<file path="src/hdl/wvd_pkg.sv">
// Package for the wind vane direction decoder: widths, register codes,
// the sector resistance table and the candidate type of the minimum search.
// No dependencies.
`default_nettype none

package wvd_pkg;

	// Converter and sector configuration.
	localparam int ADC_BITS = 12;
	localparam int SECTORS  = 16;
	localparam int TABLE_LEN = 16;

	// Field widths.
	localparam int R_W    = 16;
	localparam int OFS_W  = 12;
	localparam int DIR_W  = 12;
	localparam int IDX_W  = 4;
	localparam int OHMS_W = 28;
	localparam int CIDX_W = 4;

	// Divider geometry: numerator is code times resistor, divisor is full scale minus code.
	localparam int NUM_W      = ADC_BITS + R_W;
	localparam int DIV_W      = ADC_BITS + 1;
	localparam int DIV_STEP   = 4;
	localparam int DIV_STAGES = (NUM_W + DIV_STEP - 1) / DIV_STEP;
	localparam int NUM_PAD    = DIV_STAGES * DIV_STEP;

	// Direction arithmetic in tenths of a degree.
	localparam logic [DIR_W-1:0] STEP_TENTHS = DIR_W'(225);
	localparam logic [DIR_W:0]   FULL_TURN   = (DIR_W + 1)'(3600);

	// Register reset values.
	localparam logic [R_W-1:0]   SERIES_R_RESET = R_W'(4700);
	localparam logic [OFS_W-1:0] OFFSET_RESET   = '0;

	// Configuration register indexes.
	typedef enum logic [CIDX_W-1:0] {
		CFG_SERIES_R = 4'd0,
		CFG_OFFSET   = 4'd1
	} cfg_reg_t;

	// Nominal vane resistance of each sector, north first.
	localparam logic [OHMS_W-1:0] SECTOR_OHMS [TABLE_LEN] = '{
		28'd33000, 28'd6570, 28'd8200, 28'd891, 28'd1000, 28'd688, 28'd2200, 28'd1410,
		28'd3900, 28'd3140, 28'd16000, 28'd14120, 28'd120000, 28'd42120, 28'd64900,
		28'd21880
	};

	// One candidate of the nearest-entry search.
	typedef struct packed {
		logic [IDX_W-1:0]  idx;
		logic [OHMS_W-1:0] err;
	} cand_t;

	// Keep the left candidate unless the right one is strictly better, so the
	// lowest index wins on equal error.
	function automatic cand_t pick_min(input cand_t a, input cand_t b);
		return (b.err < a.err) ? b : a;
	endfunction

endpackage

`default_nettype wire

</file>
<file path="src/hdl/wind_vane_direction_decoder_core.sv">
// Top level of the wind vane direction decoder: configuration registers,
// product stage, divider and matcher. Depends on wvd_pkg, wvd_divider, wvd_matcher.
`default_nettype none

// Converts one 12-bit converter sample per clock, while the input is not stalled, into
// vane resistance, nearest sector and direction in tenths of a degree. The pipeline
// takes a new item every cycle unless in_stall is high; each item passes the product
// register for the code-times-resistor product, seven divider stages that each retire
// four quotient bits, and four stages of error, minimum search and direction. Bubbles
// inside are squeezed out when the output stalls, so input is stalled only when
// every stage is full. Configuration writes are always ready and take effect at
// once; write them only while no item is in flight.
module wind_vane_direction_decoder_core
	import wvd_pkg::*;
(
	input  wire logic                clk,
	input  wire logic                arst_n,
	input  wire logic                in_valid,
	output logic                     in_stall,
	input  wire logic [ADC_BITS-1:0] adc_code,
	output logic                     out_valid,
	input  wire logic                out_stall,
	output logic [DIR_W-1:0]         direction_tenths,
	output logic [IDX_W-1:0]         sector_index,
	output logic [OHMS_W-1:0]        vane_ohms,
	output logic [OHMS_W-1:0]        match_error_ohms,
	input  wire logic                cfg_valid,
	output logic                     cfg_ready,
	input  wire logic [CIDX_W-1:0]   cfg_index,
	input  wire logic [R_W-1:0]      cfg_data
);

	logic [R_W-1:0]    series_r_q;
	logic [OFS_W-1:0]  offset_q;

	logic              vld_s1;
	logic              adv_s1;
	logic [NUM_W-1:0]  num_s1;
	logic [DIV_W-1:0]  den_s1;

	logic              div_ready;
	logic              div_valid;
	logic [OHMS_W-1:0] div_quo;
	logic              match_ready;

	// Configuration registers.
	assign cfg_ready = 1'b1;

	always_ff @(posedge clk or negedge arst_n) begin
		if (!arst_n) begin
			series_r_q <= SERIES_R_RESET;
			offset_q   <= OFFSET_RESET;
		end else if (cfg_valid && cfg_ready) begin
			unique case (cfg_index)
				CFG_SERIES_R: series_r_q <= cfg_data;
				CFG_OFFSET:   offset_q   <= cfg_data[OFS_W-1:0];
				default: ;
			endcase
		end
	end

	// Product stage: numerator and divisor of the resistance.
	assign adv_s1   = !vld_s1 || div_ready;
	assign in_stall = !adv_s1;

	always_ff @(posedge clk or negedge arst_n) begin
		if (!arst_n) begin
			vld_s1 <= 1'b0;
		end else if (adv_s1) begin
			vld_s1 <= in_valid;
		end
	end

	always_ff @(posedge clk) begin
		if (adv_s1 && in_valid) begin
			num_s1 <= NUM_W'(adc_code) * NUM_W'(series_r_q);
			den_s1 <= DIV_W'(1 << ADC_BITS) - {1'b0, adc_code};
		end
	end

	// Resistance divider.
	wvd_divider u_divider (
		.clk       (clk),
		.arst_n    (arst_n),
		.in_valid  (vld_s1),
		.in_ready  (div_ready),
		.numer     (num_s1),
		.denom     (den_s1),
		.out_valid (div_valid),
		.out_ready (match_ready),
		.quotient  (div_quo)
	);

	// Sector match and direction.
	wvd_matcher u_matcher (
		.clk              (clk),
		.arst_n           (arst_n),
		.in_valid         (div_valid),
		.in_ready         (match_ready),
		.ohms             (div_quo),
		.offset           (offset_q),
		.out_valid        (out_valid),
		.out_stall        (out_stall),
		.direction_tenths (direction_tenths),
		.sector_index     (sector_index),
		.vane_ohms        (vane_ohms),
		.match_error_ohms (match_error_ohms)
	);

`ifndef SYNTHESIS
	// With nothing waiting at the output the whole pipeline can move.
	assert property (@(posedge clk) disable iff (!arst_n) !out_valid |-> !in_stall)
		else $error("input stalled while output is empty");

	// The reported error matches the reported sector and resistance.
	assert property (@(posedge clk) disable iff (!arst_n)
		out_valid |-> match_error_ohms == ((vane_ohms >= SECTOR_OHMS[sector_index])
			? (vane_ohms - SECTOR_OHMS[sector_index])
			: (SECTOR_OHMS[sector_index] - vane_ohms)))
		else $error("match error inconsistent with sector");

	// A legal offset always gives a direction below a full turn.
	assert property (@(posedge clk) disable iff (!arst_n)
		out_valid && (offset_q < OFS_W'(3600)) |-> direction_tenths < DIR_W'(3600))
		else $error("direction not wrapped");
`endif

endmodule

`default_nettype wire

</file>
<file path="src/hdl/wvd_divider.sv">
// Pipelined restoring divider, four quotient bits per stage.
// Depends on wvd_pkg.
`default_nettype none

module wvd_divider
	import wvd_pkg::*;
(
	input  wire logic              clk,
	input  wire logic              arst_n,
	input  wire logic              in_valid,
	output logic                   in_ready,
	input  wire logic [NUM_W-1:0]  numer,
	input  wire logic [DIV_W-1:0]  denom,
	output logic                   out_valid,
	input  wire logic              out_ready,
	output logic [OHMS_W-1:0]      quotient
);

	// Stage registers.
	logic                vld_s [DIV_STAGES];
	logic [DIV_W-1:0]    rem_s [DIV_STAGES];
	logic [DIV_W-1:0]    dvs_s [DIV_STAGES];
	logic [NUM_PAD-1:0]  num_s [DIV_STAGES];
	logic [NUM_PAD-1:0]  quo_s [DIV_STAGES];

	// adv[k] is high when stage k may load; the last entry is the downstream ready.
	logic                adv [DIV_STAGES+1];

	assign adv[DIV_STAGES] = out_ready;
	assign in_ready        = adv[0];

	for (genvar k = 0; k < DIV_STAGES; k++) begin : g_stage
		logic               vld_in;
		logic [DIV_W-1:0]   rem_in;
		logic [DIV_W-1:0]   dvs_in;
		logic [NUM_PAD-1:0] num_in;
		logic [NUM_PAD-1:0] quo_in;
		logic [DIV_W-1:0]   rem_nx;
		logic [NUM_PAD-1:0] num_nx;
		logic [NUM_PAD-1:0] quo_nx;

		// Stage input comes from the ports for the first stage, else from the previous one.
		if (k == 0) begin : g_first
			assign vld_in = in_valid;
			assign rem_in = '0;
			assign dvs_in = denom;
			assign num_in = NUM_PAD'(numer);
			assign quo_in = '0;
		end else begin : g_next
			assign vld_in = vld_s[k-1];
			assign rem_in = rem_s[k-1];
			assign dvs_in = dvs_s[k-1];
			assign num_in = num_s[k-1];
			assign quo_in = quo_s[k-1];
		end

		// A stage loads when it is empty or its content moves on.
		assign adv[k] = !vld_s[k] || adv[k+1];

		// Four restoring steps: shift in a numerator bit, subtract the divisor if it fits.
		always_comb begin
			logic [DIV_W:0] trial;
			rem_nx = rem_in;
			num_nx = num_in;
			quo_nx = quo_in;
			for (int b = 0; b < DIV_STEP; b++) begin
				trial  = {rem_nx, num_nx[NUM_PAD-1]};
				num_nx = num_nx << 1;
				quo_nx = quo_nx << 1;
				if (trial >= {1'b0, dvs_in}) begin
					rem_nx    = DIV_W'(trial - {1'b0, dvs_in});
					quo_nx[0] = 1'b1;
				end else begin
					rem_nx = trial[DIV_W-1:0];
				end
			end
		end

		// Valid bit travels with the data.
		always_ff @(posedge clk or negedge arst_n) begin
			if (!arst_n) begin
				vld_s[k] <= 1'b0;
			end else if (adv[k]) begin
				vld_s[k] <= vld_in;
			end
		end

		always_ff @(posedge clk) begin
			if (adv[k] && vld_in) begin
				rem_s[k] <= rem_nx;
				dvs_s[k] <= dvs_in;
				num_s[k] <= num_nx;
				quo_s[k] <= quo_nx;
			end
		end
	end

	assign out_valid = vld_s[DIV_STAGES-1];
	assign quotient  = quo_s[DIV_STAGES-1][OHMS_W-1:0];

endmodule

`default_nettype wire

</file>
<file path="src/hdl/wvd_matcher.sv">
// Nearest sector search and direction computation, four register stages,
// the last of which is the output register. Depends on wvd_pkg.
`default_nettype none

module wvd_matcher
	import wvd_pkg::*;
(
	input  wire logic              clk,
	input  wire logic              arst_n,
	input  wire logic              in_valid,
	output logic                   in_ready,
	input  wire logic [OHMS_W-1:0] ohms,
	input  wire logic [OFS_W-1:0]  offset,
	output logic                   out_valid,
	input  wire logic              out_stall,
	output logic [DIR_W-1:0]       direction_tenths,
	output logic [IDX_W-1:0]       sector_index,
	output logic [OHMS_W-1:0]      vane_ohms,
	output logic [OHMS_W-1:0]      match_error_ohms
);

	logic              vld_s1, vld_s2, vld_s3, vld_s4;
	logic              adv_s1, adv_s2, adv_s3, adv_s4;
	logic [OHMS_W-1:0] ohms_s1, ohms_s2, ohms_s3, ohms_s4;
	logic [OHMS_W-1:0] err_s1 [TABLE_LEN];
	cand_t             grp_s2 [4];
	cand_t             best_s3;
	logic [IDX_W-1:0]  idx_s4;
	logic [OHMS_W-1:0] err_s4;
	logic [DIR_W-1:0]  dir_s4;

	logic [OHMS_W-1:0] err_nx [TABLE_LEN];
	cand_t             grp_nx [4];
	cand_t             best_nx;
	logic [DIR_W:0]    dir_sum;
	logic [DIR_W-1:0]  dir_nx;

	// Ready chain from the output back to the input.
	assign adv_s4   = !vld_s4 || !out_stall;
	assign adv_s3   = !vld_s3 || adv_s4;
	assign adv_s2   = !vld_s2 || adv_s3;
	assign adv_s1   = !vld_s1 || adv_s2;
	assign in_ready = adv_s1;

	// Absolute error against each table entry; unused entries can never win.
	for (genvar i = 0; i < TABLE_LEN; i++) begin : g_err
		if (i < SECTORS) begin : g_used
			assign err_nx[i] = (ohms >= SECTOR_OHMS[i]) ? (ohms - SECTOR_OHMS[i])
				: (SECTOR_OHMS[i] - ohms);
		end else begin : g_unused
			assign err_nx[i] = '1;
		end
	end

	// First reduction: sixteen errors down to four candidates.
	always_comb begin
		cand_t lo;
		cand_t hi;
		for (int g = 0; g < 4; g++) begin
			lo = pick_min('{idx: IDX_W'(4*g),   err: err_s1[4*g]},
				'{idx: IDX_W'(4*g+1), err: err_s1[4*g+1]});
			hi = pick_min('{idx: IDX_W'(4*g+2), err: err_s1[4*g+2]},
				'{idx: IDX_W'(4*g+3), err: err_s1[4*g+3]});
			grp_nx[g] = pick_min(lo, hi);
		end
	end

	// Second reduction: four candidates down to the match.
	assign best_nx = pick_min(pick_min(grp_s2[0], grp_s2[1]), pick_min(grp_s2[2], grp_s2[3]));

	// Direction is sector times the step plus the offset, wrapped once.
	always_comb begin
		dir_sum = (DIR_W + 1)'(best_s3.idx * STEP_TENTHS) + (DIR_W + 1)'(offset);
		if (dir_sum >= FULL_TURN) begin
			dir_nx = DIR_W'(dir_sum - FULL_TURN);
		end else begin
			dir_nx = dir_sum[DIR_W-1:0];
		end
	end

	// Valid bits.
	always_ff @(posedge clk or negedge arst_n) begin
		if (!arst_n) begin
			vld_s1 <= 1'b0;
			vld_s2 <= 1'b0;
			vld_s3 <= 1'b0;
			vld_s4 <= 1'b0;
		end else begin
			if (adv_s1) begin
				vld_s1 <= in_valid;
			end
			if (adv_s2) begin
				vld_s2 <= vld_s1;
			end
			if (adv_s3) begin
				vld_s3 <= vld_s2;
			end
			if (adv_s4) begin
				vld_s4 <= vld_s3;
			end
		end
	end

	// Payload registers.
	always_ff @(posedge clk) begin
		if (adv_s1 && in_valid) begin
			ohms_s1 <= ohms;
			err_s1  <= err_nx;
		end
		if (adv_s2 && vld_s1) begin
			ohms_s2 <= ohms_s1;
			grp_s2  <= grp_nx;
		end
		if (adv_s3 && vld_s2) begin
			ohms_s3 <= ohms_s2;
			best_s3 <= best_nx;
		end
		if (adv_s4 && vld_s3) begin
			ohms_s4 <= ohms_s3;
			idx_s4  <= best_s3.idx;
			err_s4  <= best_s3.err;
			dir_s4  <= dir_nx;
		end
	end

	assign out_valid        = vld_s4;
	assign direction_tenths = dir_s4;
	assign sector_index     = idx_s4;
	assign vane_ohms        = ohms_s4;
	assign match_error_ohms = err_s4;

endmodule

`default_nettype wire

</file>
<file path="config.mk">
export PLATFORM = sky130hd
export DESIGN_NAME = wind_vane_direction_decoder_core
export DESIGN_NICKNAME = d
export VERILOG_FILES = /design/src/hdl/wvd_pkg.sv /design/src/hdl/wind_vane_direction_decoder_core.sv /design/src/hdl/wvd_divider.sv /design/src/hdl/wvd_matcher.sv
export SDC_FILE = /design/constraint.sdc
export NUM_CORES = 2
export LEC_CHECK = 0
export BUFFER_PORTS_ARGS = -buffer_cell sky130_fd_sc_hd__buf_2
export CORE_MARGIN = 2
export CORE_UTILIZATION = 60
export DETAILED_ROUTE_END_ITERATION = 10
export GPL_TIMING_DRIVEN = 0
export PLACE_DENSITY = 0.75
export SLEW_MARGIN = 25
export SYNTH_ARGS = -nofsm -noshare
export SYNTH_HDL_FRONTEND = slang
export SYNTH_SLANG_ARGS = --single-unit
export TNS_END_PERCENT = 100
</file>
<file path="constraint.sdc">
create_clock -name clk -period 14.7 [get_ports clk]
set_input_delay 0.735 -clock clk [delete_from_list [all_inputs] [get_ports clk]]
set_output_delay 0.735 -clock clk [all_outputs]
set_load 0.03 [all_outputs]
</file>
-- After elaboration in Yosys (flattened, before gate mapping)
Memory sizes are Yosys's and may differ from the RTL's.
Cells that the tools add are included.
W data, S select, Z words.
- bits in registers: 845
- output and inout bits: 75
- memory bits (read-only): 0
- memories kept: 4
- bits in latches: 0
- input bits: 37
- memory bits (writable): 546
- word-level logic and storage cells: 322
- memories (memory ; words ; width ; read ports ; clocked after Yosys merged registers in ; write ports ; line ; text):
    u_divider.quo_s ; 7 ; 28 ; 7 ; 0 ; 7 ; wvd_divider.sv:24 ; logic [NUM_PAD-1:0] quo_s [DIV_STAGES];
    u_divider.num_s ; 7 ; 24 ; 6 ; 0 ; 7 ; wvd_divider.sv:23 ; logic [NUM_PAD-1:0] num_s [DIV_STAGES];
    u_divider.dvs_s ; 7 ; 13 ; 6 ; 0 ; 7 ; wvd_divider.sv:22 ; logic [DIV_W-1:0] dvs_s [DIV_STAGES];
    u_divider.rem_s ; 7 ; 13 ; 6 ; 0 ; 7 ; wvd_divider.sv:21 ; logic [DIV_W-1:0] rem_s [DIV_STAGES];
- muxes and demuxes: 102
- div/mod/pow operators: 0
- reduce and logical (&&, ||, !) cells: 41
- magnitude comparators: 60
- $mul: 2
- shift-type cells: 0
- equality and inequality tests: 1
- add/subtract/negate cells: 63
- bitwise gates (word level): 0
- operators by type and width (kind ; number):
    $mux W28 ; 16
    $lt A28 B28 Y1 ; 15
    $ge A14 B13 Y1 ; 27
    $mux W13 ; 28
    $sub A13 B13 Y13 ; 27
    $mux W29 ; 8
    $mux W32 ; 7
    $ge A28 B10 Y1 const B ; 3
    $ge A28 B12 Y1 const B ; 3
    $ge A28 B14 Y1 const B ; 3
    $ge A28 B16 Y1 const B ; 3
    $sub A10 B28 Y28 const A ; 3
    $sub A12 B28 Y28 const A ; 3
    $sub A14 B28 Y28 const A ; 3
    $sub A16 B28 Y28 const A ; 3
    $sub A28 B10 Y28 const B ; 3
    $sub A28 B12 Y28 const B ; 3
    $sub A28 B14 Y28 const B ; 3
    $sub A28 B16 Y28 const B ; 3
    $mux W1 ; 42
    $ge A28 B11 Y1 const B ; 1
    $ge A28 B13 Y1 const B ; 1
    $ge A28 B15 Y1 const B ; 1
    $ge A28 B17 Y1 const B ; 1
    23 further kinds ; 59

-- Longest topological paths before layout
- depth after elaboration: 15
- gate-level depth with buffers: 48
- gate-level depth less buffers: 44

-- Cells and area by module
A second synthesis with hierarchy kept.
- cells, all modules: 8615
- area total of the unflattened synthesis: 88292.2 um2
- modules (own cells, without submodules) (module ; times used ; cells each ; sequential area each (um2) ; area each (um2)):
    wvd_matcher ; 1 ; 4629 ; 22351.4 ; 49150.9
    wvd_divider ; 1 ; 3084 ; 10745.3 ; 30314.1
    wind_vane_direction_decoder_core ; 1 ; 902 ; 1964.4 ; 8827.2

-- Worst setup path before layout
No wires, ideal clock.
- path type: input to register
- start point: input out_stall
- end point: register u_matcher.err_s1[0] (netlist bit) (enable)
- library setup time: 884 ps
- required time: 13816 ps
- setup slack: 2490 ps
- path buffers: 0
- stages: 4
- data arrival time: 11325 ps
- path through: nand4_1 inv_1 nand2_1 and2_1
- word-level cells in the longest chain between the ends: 6
- RTL lines (element ; line ; text):
    start: declaration ; wind_vane_direction_decoder_core.sv:22 ; input wire logic out_stall,
    $logic_not A1 Y1 ; wvd_matcher.sv:39 ; assign adv_s4 = !vld_s4 || !out_stall;
    $logic_or A1 B1 Y1 ; wvd_matcher.sv:39 ;
    $logic_or A1 B1 Y1 ; wvd_matcher.sv:40 ; assign adv_s3 = !vld_s3 || adv_s4;
    $logic_or A1 B1 Y1 ; wvd_matcher.sv:41 ; assign adv_s2 = !vld_s2 || adv_s3;
    $logic_or A1 B1 Y1 ; wvd_matcher.sv:42 ; assign adv_s1 = !vld_s1 || adv_s2;
    $logic_and A1 B1 Y1 ; wvd_matcher.sv:106 ; if (adv_s1 && in_valid) begin
    end signal: assignment ; wvd_matcher.sv:108 ; err_s1 <= err_nx;
    end: declaration ; wvd_matcher.sv:25 ; logic [OHMS_W-1:0] err_s1 [TABLE_LEN];
Every way passes these cells.
A chain may end at the register's enable or synchronous reset.

==> flow_metrics.env <==
export IMPL_status="complete, no violations"
export IMPL_period_needed_ns=12.22
export IMPL_setup_viol=0
export IMPL_drc=0
export IMPL_cts_root_buf="clkbuf_16"
export IMPL_grt_pass1_wl_um=426000
export IMPL_placed_area_mm2=0.0913
export IMPL_endpoint_kind="flop"
export IMPL_ctsHtreeMaxLevel=4
export IMPL_path_class="flop to flop"
export IMPL_avgSynthCellArea_um2=10.3
export IMPL_ios=112
export IMPL_clk_pin_slew_ns=0.06
export IMPL_clock_path_buffers=3
export IMPL_gp_congestion=1.05
export IMPL_crit_path_start_kind="flop"
export IMPL_first_pass_iters=8
export IMPL_start_util=0.602
export IMPL_slew_viol_final=0
export IMPL_clock_latency_ns=0.79
export IMPL_final_area_mm2=0.0956
export IMPL_regArea_mm2=0.0351
export IMPL_hp_class="input port to flop"
export IMPL_port_buffers=102
export IMPL_numCtsBuffers=131
export IMPL_grt_ovfl_total=0
export IMPL_synthArstFlopShare=0.0341
export IMPL_n_fill_cell=11400
export IMPL_grt_pass1_vias=68200
export IMPL_drt_initial_drc_count=7179
export IMPL_fin_worst_skew_ns=0.0295
export IMPL_drv_cap=0
export IMPL_ys_seq_elements=1174
export IMPL_multi_input_area_mm2=0.0481
export IMPL_syn_nets=9597
export IMPL_ys_seq_area_frac=0.401
export IMPL_crit_arrival_ns=12.75
export IMPL_totalWireLength_um=291000
export IMPL_path_max_fanout=10
export IMPL_die_area_mm2=0.149
export IMPL_ys_flop_type="edfxtp_1"
export IMPL_cpPeakStageDelay_ns=0.74
export IMPL_ant_nets=0
export IMPL_cp_required_ns=15.23
export IMPL_design_core_area_mm2=0.145
export IMPL_via_per_inst=6.38
export IMPL_fmax_mhz=81.8
export IMPL_worst_pin_slew_ns=1.21
export IMPL_rsz0062_at_grt="false"
export IMPL_tritoncts="done"
export IMPL_vias=69000
export IMPL_synth_edf_count=1134
export IMPL_period_share=0.831
export IMPL_antenna_found_initial=6
export IMPL_cp_slowest_cell="edfxtp_1"
export IMPL_hold_viol_final=0
export IMPL_final_nets=9869
export IMPL_synth_area_mm2=0.0875
export IMPL_max_slew_margin=0.191
export IMPL_die_x_um=386
export IMPL_wire_per_inst_um=27.0
export IMPL_synth_warnings=0
export IMPL_grt_max_degree=56
export IMPL_hpwl_um=234000
export IMPL_fp_row_count=140
export IMPL_syn_to_final_growth_pct=9.26
export IMPL_grt_util_all_layers=0.388
export IMPL_drive_gt1_frac=0.0708
export IMPL_cts_setup_buffers=0
export IMPL_die_y_um=386
export IMPL_cts_sinks=1174
export IMPL_synth_cell_types=103
export IMPL_syn_inst=8516
[sequential cells by signal, indices dropped and copies added, names as in the netlist, 4 cells and up]
register,flops
u_matcher.err_s1,434
u_matcher.direction_tenths,12
u_divider.num_s,84
u_matcher.ohms_s2,28
num_s1,28
den_s1,13
series_r_q,16
offset_q,12
u_matcher.grp_s2,120
u_divider.g_stage.vld_in,6
u_matcher.match_error_ohms,28
u_divider.dvs_s,78
u_matcher.vane_ohms,28
u_matcher.ohms_s3,28
u_divider.rem_s,78
u_matcher.ohms_s1,27
u_matcher.best_s3,32
u_divider.quo_s,112
u_matcher.sector_index,4
[synth_stat cells, types with 155 or more instances]
library cell  count  area [um^2]
edfxtp_1       1134        34100
o21ai_0         415         2080
nand2_1         605         2270
ha_1            871        10900
inv_1           851         3190
nand3_1         155          776
xnor2_1         450         3940
clkbuf_1        235          882
fa_1            173         3460
mux2i_1         510         5100
a21o_1          216         1620
nor2_1          481         1810
xor2_1          231         2020
a21oi_1         548         2740
[through the flow]
stage / setup TNS (ns) / cells / hold slack, ns / setup WS, ns / util
after detailed placement: 0 / 10600 / 0.405 / 2.98 / 0.629
after global routing: 0 / 10800 / 0.147 / 1.66 / 0.658
after floorplan: 0 / 8516 / 0.400 / 2.49 / -
after global placement: -948.18 / 10500 / 0.400 / -2.16 / 0.622
final: 0 / 10800 / 0.175 / 2.48 / 0.658
after CTS: 0 / 10800 / 0.0820 / 2.90 / 0.658
[cells in the final DEF (no fill, tap or decap), drive strengths merged, types with 40 or more instances in the layout]
master / Yosys / routed
and2: 104 / 104
xor2: 231 / 231
mux2i: 510 / 510
nor3: 139 / 139
mux2: 135 / 135
a211oi: 44 / 44
xnor2: 450 / 450
nor2: 483 / 483
a31oi: 61 / 61
fa: 173 / 173
nor4: 47 / 47
nand2b: 106 / 106
inv: 859 / 869
o31ai: 40 / 40
nand3: 157 / 157
and3: 51 / 51
nor2b: 87 / 87
nand2: 608 / 608
o21a: 79 / 79
o21ai: 424 / 424
nand4: 119 / 119
ha: 871 / 871
buf: 71 / 209
a21o: 216 / 216
a21oi: 549 / 549
clkinv: 7 / 57
edfxtp: 1134 / 1134
clkbuf: 235 / 393
[area by class of cell]
class	count	area share
diodes	1	0.0000262
plain buffers	306	0.0128
clock buffers	158	0.0358
clock inverters	73	0.00812
inverters	866	0.0340
multi-input cells	6170	0.503
flip-flops and latches	1174	0.367
well taps	1917	0.0251
repair buffers	139	0.0138
[timing repair]
item                                    CTS  global route
endpoints found under the hold margin     0            34
endpoints found under the setup margin    0             0
hold buffers                              0             1
resized for setup                         0             0
[path summary, 6_finish.rpt]
kind	from	end	slack (ns)	depth (start not counted)
worst max-delay path	u_divider.dvs_s[4][1]	u_divider.rem_s[5][7]	2.48	41
worst min-delay path	in_valid	vld_s1	0.18	2
worst max register to register	u_divider.dvs_s[4][1]	u_divider.rem_s[5][7]	2.48	41
worst min register to register	u_divider.quo_s[5][3]	u_divider.quo_s[6][7]	0.41	0
max in group asynchronous	arst_n	series_r_q[9]	13.85	2
min in group asynchronous	arst_n	series_r_q[11]	0.48	2
[kinds of logic (layout without fill, tap and decap cells)]
logic type                 after synthesis  after routing  synth area share
adders and majority gates             1044           1044             0.164
and+or+nand+nor                       2021           2021             0.111
xor gates and xnor gates               681            681            0.0682
buffers and inverters                 1172           1542            0.0510
AOI/OAI and AO/OA                     1778           1778             0.129
DFF                                   1174           1174             0.401
other                                    1              2         0.0000429
muxes                                  645            645            0.0758
[per-layer routing]
| metal | GRT usage | vias to the layer above | routed length [um] | part of all wire |
|---|---|---|---|---|
| met3 | 0.0708 | 866 | 24100 | 0.083 |
| met1 | 0.477 | 33700 | 111000 | 0.38 |
| met2 | 0.630 | 3230 | 135000 | 0.46 |
| met4 | 0.249 | 2 | 22000 | 0.075 |
| met5 | 0 | - | 11 | 0.000038 |
| li1 | - | 31100 | - | - |
[worst max-delay path, delay by kind of cell (launching register included)]
kind	cells	cell delay, ns
compound gates	18	4.24
buf+inv	6	2.14
simple gates	11	2.12
fa+ha+maj	4	1.78
mux	2	0.95
flops	1	0.74
Power is left out: the tool's default activity adds up to more than one toggle a clock period on the data nets, which glitch-free logic cannot reach.
